## src/sv/rtac_pkg.sv

```systemverilog
// Package for the region table access checker: table sizing, codes, entry
// layout and the controller/datapath command and status structs.
// No dependencies; every other file of the block refers to it by scope.
package rtac_pkg;

  localparam int MAX_REGIONS = 16;
  localparam int IDX_W       = (MAX_REGIONS > 1) ? $clog2(MAX_REGIONS) : 1;
  localparam int CNT_W       = $clog2(MAX_REGIONS + 1);

  localparam int CMD_W       = 2;
  localparam int ADDR_W      = 32;
  localparam int PERM_W      = 2;
  localparam int STATUS_W    = 3;
  localparam int IDX_OUT_W   = 4;
  localparam int CNT_OUT_W   = 5;

  typedef logic [IDX_W-1:0]     idx_t;
  typedef logic [CNT_W-1:0]     cnt_t;
  typedef logic [IDX_OUT_W-1:0] idx_out_t;
  typedef logic [CNT_OUT_W-1:0] cnt_out_t;
  typedef logic [ADDR_W-1:0]    addr_t;
  typedef logic [PERM_W-1:0]    perm_t;

  typedef enum logic [CMD_W-1:0] {
    CMD_CLEAR    = 2'd0,
    CMD_REGISTER = 2'd1,
    CMD_READ     = 2'd2,
    CMD_WRITE    = 2'd3
  } cmd_t;

  typedef enum logic [STATUS_W-1:0] {
    STAT_OK      = 3'd0,
    STAT_FULL    = 3'd1,
    STAT_OVERLAP = 3'd2,
    STAT_OOB     = 3'd3,
    STAT_PERM    = 3'd4
  } status_t;

  typedef enum logic [1:0] {
    ST_IDLE,
    ST_SCAN,
    ST_FINISH
  } state_t;

  // One table entry; lim is base + size, wrapped to 32 bits.
  typedef struct packed {
    perm_t perm;
    addr_t lim;
    addr_t base;
  } region_t;

  typedef struct packed {
    logic load;
    logic scan;
    logic commit;
  } ctrl_cmd_t;

  typedef struct packed {
    logic done;
    logic out_busy;
  } dp_stat_t;

endpackage

```

## src/sv/rtac_dp.sv

```systemverilog
// Datapath of the region table access checker: request registers, region
// memory with one registered read per scan cycle, compare stage and result register.
// Depends on rtac_pkg; driven by rtac_ctrl through ctrl_cmd_t.
module rtac_dp (
  input  logic                       clk,
  input  logic                       rst_n,
  input  rtac_pkg::ctrl_cmd_t        ctl,
  output rtac_pkg::dp_stat_t         stat,
  input  logic [rtac_pkg::CMD_W-1:0] in_cmd,
  input  rtac_pkg::addr_t            in_addr,
  input  rtac_pkg::addr_t            in_length,
  input  rtac_pkg::perm_t            in_region_perm,
  output logic                       out_valid,
  input  logic                       out_ready,
  output logic [rtac_pkg::STATUS_W-1:0] out_status,
  output rtac_pkg::idx_out_t         out_region_index,
  output rtac_pkg::cnt_out_t         out_region_count
);

  rtac_pkg::region_t   mem [rtac_pkg::MAX_REGIONS];

  rtac_pkg::cmd_t      cmd_r;
  rtac_pkg::addr_t     addr_r;
  rtac_pkg::addr_t     lim_r;
  rtac_pkg::perm_t     perm_r;
  rtac_pkg::cnt_t      count_r;
  rtac_pkg::cnt_t      count_nxt;
  rtac_pkg::cnt_t      scan_idx_r;
  logic                cmp_vld_r;
  rtac_pkg::idx_t      cmp_idx_r;
  rtac_pkg::region_t   rd_data_r;

  rtac_pkg::status_t   pend_status_r;
  rtac_pkg::status_t   pend_status_nxt;
  rtac_pkg::idx_t      pend_idx_r;
  rtac_pkg::idx_t      pend_idx_nxt;
  logic                pend_add_r;
  logic                pend_add_nxt;

  logic                out_valid_r;
  rtac_pkg::status_t   out_status_r;
  rtac_pkg::idx_out_t  out_idx_r;
  rtac_pkg::cnt_out_t  out_count_r;

  logic                issue_vld;
  logic                full;
  logic                meet;
  logic                contain;
  logic                hit;
  logic                perm_ok;

  assign issue_vld = scan_idx_r < count_r;
  assign full      = count_r >= rtac_pkg::cnt_t'(rtac_pkg::MAX_REGIONS);
  assign meet      = (rd_data_r.base < lim_r) && (addr_r < rd_data_r.lim);
  assign contain   = (addr_r >= rd_data_r.base) && (lim_r <= rd_data_r.lim);
  assign hit       = cmp_vld_r && ((cmd_r == rtac_pkg::CMD_REGISTER) ? meet : contain);
  assign perm_ok   = (cmd_r == rtac_pkg::CMD_READ) ? rd_data_r.perm[0] : rd_data_r.perm[1];

  assign stat.done = (cmd_r == rtac_pkg::CMD_CLEAR)
                  || ((cmd_r == rtac_pkg::CMD_REGISTER) && full)
                  || hit
                  || (!issue_vld && !cmp_vld_r);
  assign stat.out_busy = out_valid_r && !out_ready;

  // Resolve the transaction from the command, the table fill and the compare stage
  always_comb begin
    pend_status_nxt = rtac_pkg::STAT_OK;
    pend_idx_nxt    = '0;
    pend_add_nxt    = 1'b0;
    unique case (cmd_r)
      rtac_pkg::CMD_CLEAR: begin
        pend_status_nxt = rtac_pkg::STAT_OK;
      end
      rtac_pkg::CMD_REGISTER: begin
        if (full) begin
          pend_status_nxt = rtac_pkg::STAT_FULL;
        end else if (hit) begin
          pend_status_nxt = rtac_pkg::STAT_OVERLAP;
          pend_idx_nxt    = cmp_idx_r;
        end else begin
          pend_idx_nxt    = count_r[rtac_pkg::IDX_W-1:0];
          pend_add_nxt    = 1'b1;
        end
      end
      rtac_pkg::CMD_READ, rtac_pkg::CMD_WRITE: begin
        if (hit) begin
          pend_idx_nxt    = cmp_idx_r;
          pend_status_nxt = perm_ok ? rtac_pkg::STAT_OK : rtac_pkg::STAT_PERM;
        end else begin
          pend_status_nxt = rtac_pkg::STAT_OOB;
        end
      end
      default: begin
        pend_status_nxt = rtac_pkg::STAT_OK;
      end
    endcase
  end

  always_comb begin
    count_nxt = count_r;
    if (ctl.commit) begin
      if (cmd_r == rtac_pkg::CMD_CLEAR) begin
        count_nxt = '0;
      end else if (pend_add_r) begin
        count_nxt = count_r + rtac_pkg::cnt_t'(1);
      end
    end
  end

  always_ff @(posedge clk) begin
    if (!rst_n) begin
      count_r     <= '0;
      cmp_vld_r   <= 1'b0;
      scan_idx_r  <= '0;
      out_valid_r <= 1'b0;
    end else begin
      count_r <= count_nxt;
      if (ctl.load) begin
        scan_idx_r <= '0;
        cmp_vld_r  <= 1'b0;
      end else if (ctl.scan) begin
        if (issue_vld) begin
          scan_idx_r <= scan_idx_r + rtac_pkg::cnt_t'(1);
        end
        cmp_vld_r <= issue_vld;
      end
      if (ctl.commit) begin
        out_valid_r <= 1'b1;
      end else if (out_ready) begin
        out_valid_r <= 1'b0;
      end
    end
  end

  // Request, compare-stage and result payload
  always_ff @(posedge clk) begin
    if (ctl.load) begin
      cmd_r  <= rtac_pkg::cmd_t'(in_cmd);
      addr_r <= in_addr;
      lim_r  <= in_addr + in_length;
      perm_r <= in_region_perm;
    end
    if (ctl.scan) begin
      cmp_idx_r <= scan_idx_r[rtac_pkg::IDX_W-1:0];
    end
    if (ctl.scan && stat.done) begin
      pend_status_r <= pend_status_nxt;
      pend_idx_r    <= pend_idx_nxt;
      pend_add_r    <= pend_add_nxt;
    end
    if (ctl.commit) begin
      out_status_r <= pend_status_r;
      out_idx_r    <= rtac_pkg::idx_out_t'(pend_idx_r);
      out_count_r  <= rtac_pkg::cnt_out_t'(count_nxt);
    end
  end

  // Region memory: append on commit, one read per scan cycle
  always_ff @(posedge clk) begin
    if (ctl.commit && pend_add_r) begin
      mem[count_r[rtac_pkg::IDX_W-1:0]] <= '{perm: perm_r, lim: lim_r, base: addr_r};
    end
  end

  always_ff @(posedge clk) begin
    if (ctl.scan && issue_vld) begin
      rd_data_r <= mem[scan_idx_r[rtac_pkg::IDX_W-1:0]];
    end
  end

  assign out_valid        = out_valid_r;
  assign out_status       = out_status_r;
  assign out_region_index = out_idx_r;
  assign out_region_count = out_count_r;

  a_count_bound: assert property (@(posedge clk) disable iff (!rst_n)
    count_r <= rtac_pkg::cnt_t'(rtac_pkg::MAX_REGIONS))
    else $error("region count above table size");

  a_append_grows: assert property (@(posedge clk) disable iff (!rst_n)
    ctl.commit && pend_add_r && (cmd_r == rtac_pkg::CMD_REGISTER)
      |=> count_r == $past(count_r) + rtac_pkg::cnt_t'(1))
    else $error("append did not advance region count");

  a_append_room: assert property (@(posedge clk) disable iff (!rst_n)
    ctl.commit && pend_add_r && (cmd_r == rtac_pkg::CMD_REGISTER) |-> !full)
    else $error("append into a full table");

  a_result_from_commit: assert property (@(posedge clk) disable iff (!rst_n)
    $rose(out_valid_r) |-> $past(ctl.commit))
    else $error("result raised without a commit");

endmodule

```

## config.mk

```make
export PLATFORM = sky130hd
export DESIGN_NAME = rtac_dp
export DESIGN_NICKNAME = d
export VERILOG_FILES = /design/src/sv/rtac_pkg.sv /design/src/sv/rtac_dp.sv
export SDC_FILE = /design/constraint.sdc
export NUM_CORES = 1
export LEC_CHECK = 0
export BUFFER_PORTS_ARGS = -buffer_cell sky130_fd_sc_hd__buf_2
export CAP_MARGIN = 20
export CORE_MARGIN = 10
export CORE_UTILIZATION = 30
export CTS_CLUSTER_SIZE = 8
export DETAILED_ROUTE_END_ITERATION = 10
export HOLD_SLACK_MARGIN = 0.08
export SLEW_MARGIN = 30
export SYNTH_ARGS = -nofsm -noshare
export SYNTH_HDL_FRONTEND = slang
export SYNTH_SLANG_ARGS = --single-unit
```

## constraint.sdc

```tcl
create_clock -name clk -period 7.7 [get_ports clk]
set_input_delay 1.155 -clock clk [delete_from_list [all_inputs] [get_ports clk]]
set_output_delay 1.155 -clock clk [all_outputs]
set_load 0.005 [all_outputs]
```

==> out/metrics.cfg <==
[logic_synthesis]
synthArstFlopShare_pct=0
synth_top_area_share_pct=73.5
synth-seq-cells=1226
ys_warn_count=0
netlist_top_cells_area=edfxtp_1, mux4_2, ha_1
synth_fp_nets=2590
yosysTopAreaCell=edfxtp_1
syn-mean-instance-area_um2=21.1
yosysMostFrequentCell=edfxtp_1
ys_seq_area_share_pct=73.9
synth-edff-count=1214
synthesis.area_mm2=0.0496
synthTopCellsByCount=edfxtp_1, mux4_2, ha_1
synthFlopType=edfxtp_1
synthCells=2349
yosys.cell_types.count=59

[setup_path]
rrSetupSlack_ns=3.32
crit_chain=ha_1 -> nand4_1 -> nor4_1 -> nand4_1 -> a221oi_1 -> a21oi_1 -> a21oi_1 -> nand3_2 -> o211ai_1 -> buf_2
cpMaxStageDelayCell=edfxtp_1
path_depth=10
r2r_cells=10
setup.worst_path.start=addr_r[31]
setup.worst_path.end_class=output pin
worstPathRequired_ns=6.55
timing_worst_setup_path_type=reg2out
cp-endpoint=stat[1]
reg2reg_from=addr_r[31]
cp-start-kind=flop
critical_path_buf_inv_count=1
timing.rr.end=pend_status_r[2]
critical_path.top_delay_family=simple AND/OR/NAND/NOR gates
crit_fanout=18
slowest_delay_ns=0.60
arrival_ns=4.51

[final_layout]
drive_gt1_share_pct=26.2
ff_latch_area_mm2=0.0367
multiInputGateArea_mm2=0.0123
syn2layout_area_growth_pct=16.7
layout.nets=2822
fillers=15096

[sta]
rsz0062_at_grt=false
maxSlewViolCount=0
slew_headroom_pct=30.0
holdWs_ns=0.399
tightestPinTransition_ns=1.05
period_share_pct=73.6
min_period_ns=5.67
setup_violations=0
setup_tns_ns=0
fmax_mhz=176
fin_skew_ns=0.0375
hold_viol_final=0

[flow_run]
drv_cap=0

[floorplan]
die_area_mm2=0.182
initial_utilization_pct=30.1
die_w_um=427
coreArea_mm2=0.165
die_y_um=427
num_io_pins=89
rows=149

[clock_network]
cts_buffer_depth=3
ctsResizeCount=0
clk_pin_slew_ns=0.05
cts_tree=done
cts_inserted_buffers=171
cts_hold_buf=0
htreeDepth=4
clock-sinks=1226
cts_setup_buffers=0
cts_root_buf=clkbuf_16
clock_latency_ns=0.78

[placed_design]
port_buffers=88
place.gp.congestion=0.806
hpwlAfterDp_mm=68.0

[global_route]
grt_pass1_wl_mm=176
grt_pass1_vias=24859
antenna_found_initial=2
grt.total_usage_pct=13.3
grt_start_max_net_pins=105
grt_overflow=0

[drt]
drt-total-wl_mm=123
drt-pass1-iter-count=6
first_iter_violations=2069
route.antenna.remaining_nets=0
vias=23899
wl_per_cell_um=25.5
drc=0
vias_per_cell=4.95

[run_status]
status=finished clean

[pwr]
power.density_mw_per_mm2=264
total_leakage_power_nw=18.7
vdd_ir_drop_max_mv=0.175
total_power_w=0.0153

[worst_hold_path]
hp-class=reg2reg

-- through the flow --
stage	cell area, um^2	std cells	util [%]	worst slack, ns
floorplan	49600	2349	-	0.882
global placement	53000	4593	32.2	2.81
detailed placement	53100	4596	32.3	2.70
CTS	57900	4824	35.2	1.85
global route	57900	4825	35.2	1.68
finish	57900	4826	35.2	2.03
-- routing by layer --
layer	GRT usage (%)	wire, um
met1	16.7	48900
met2	23.0	63200
met3	2.03	6380
met4	5.48	4350
met5	0	13
-- worst min path at each step --
stage | startpoint | to | slack [ns] | depth (start not counted)
final | pend_status_r[2] | out_status[2] | 0.40 | 0
after global routing | pend_status_r[1] | out_status[1] | 0.43 | 0
after CTS | pend_status_r[2] | out_status[2] | 0.40 | 0
after detailed placement | pend_status_r[2] | out_status[2] | 0.40 | 0
after global placement | pend_idx_r[1] | out_region_index[1] | 0.40 | 0
after floorplan | pend_idx_r[0] | out_region_index[0] | 0.40 | 0
-- area by class of cell --
type / count / share of cell area [%]
sequential: 1226 / 63.4
multi-input combinational: 930 / 21.2
clock buffer: 212 / 7.67
tap: 2189 / 4.73
timing repair buffer: 139 / 1.62
inverter: 113 / 0.732
clock inverter: 16 / 0.646
antenna: 1 / 0.00432
-- power by group --
part           switching, W  internal (W)
sequential         0.000239       0.00760
clock               0.00277       0.00403
combinational      0.000390      0.000282
-- cell usage in the layout, fill, tap and decap left out, drive strengths merged, types with 13 or more instances in the layout --
master / instances
nand4: 20
clkinv: 13
edfxtp: 1214
nand3: 20
o21ai: 35
a21oi: 69
inv: 116
ha: 166
xnor2: 23
buf: 139
clkbuf: 212
nor2: 47
mux4: 330
nand2: 40
a21o: 50
-- worst register-to-register path, cell delays in order, from the launching register on --
cell and delay [ns]:
edfxtp_1 0.60, ha_1 0.46, nand4_1 0.23, nor4_1 0.47, nand4_1 0.36, a221oi_1 0.38, a21oi_1 0.08, a21oi_1 0.32
nand3_2 0.23, o211ai_1 0.38, and2_1 0.51
-- flip-flops by register name, indices dropped and copies added, names as in the netlist, 4 cells and up --
register / cells
addr_r: 32
cmp_idx_r: 4
count_r: 5
lim_r: 32
mem: 1056
out_region_count: 5
out_region_index: 4
pend_idx_r: 4
rd_data_r: 66
scan_idx_r: 5
-- cells by family after synthesis --
family	share of synthesized area, %
flip-flops	73.9
multiplexers	15.0
AO/OA/AOI/OAI	2.82
buffers and inverters	1.50
AND/OR/NAND/NOR	1.88
adder cells (fa/ha/maj)	4.23
XOR/XNOR	0.618
Power figures use the tool's default switching activity.
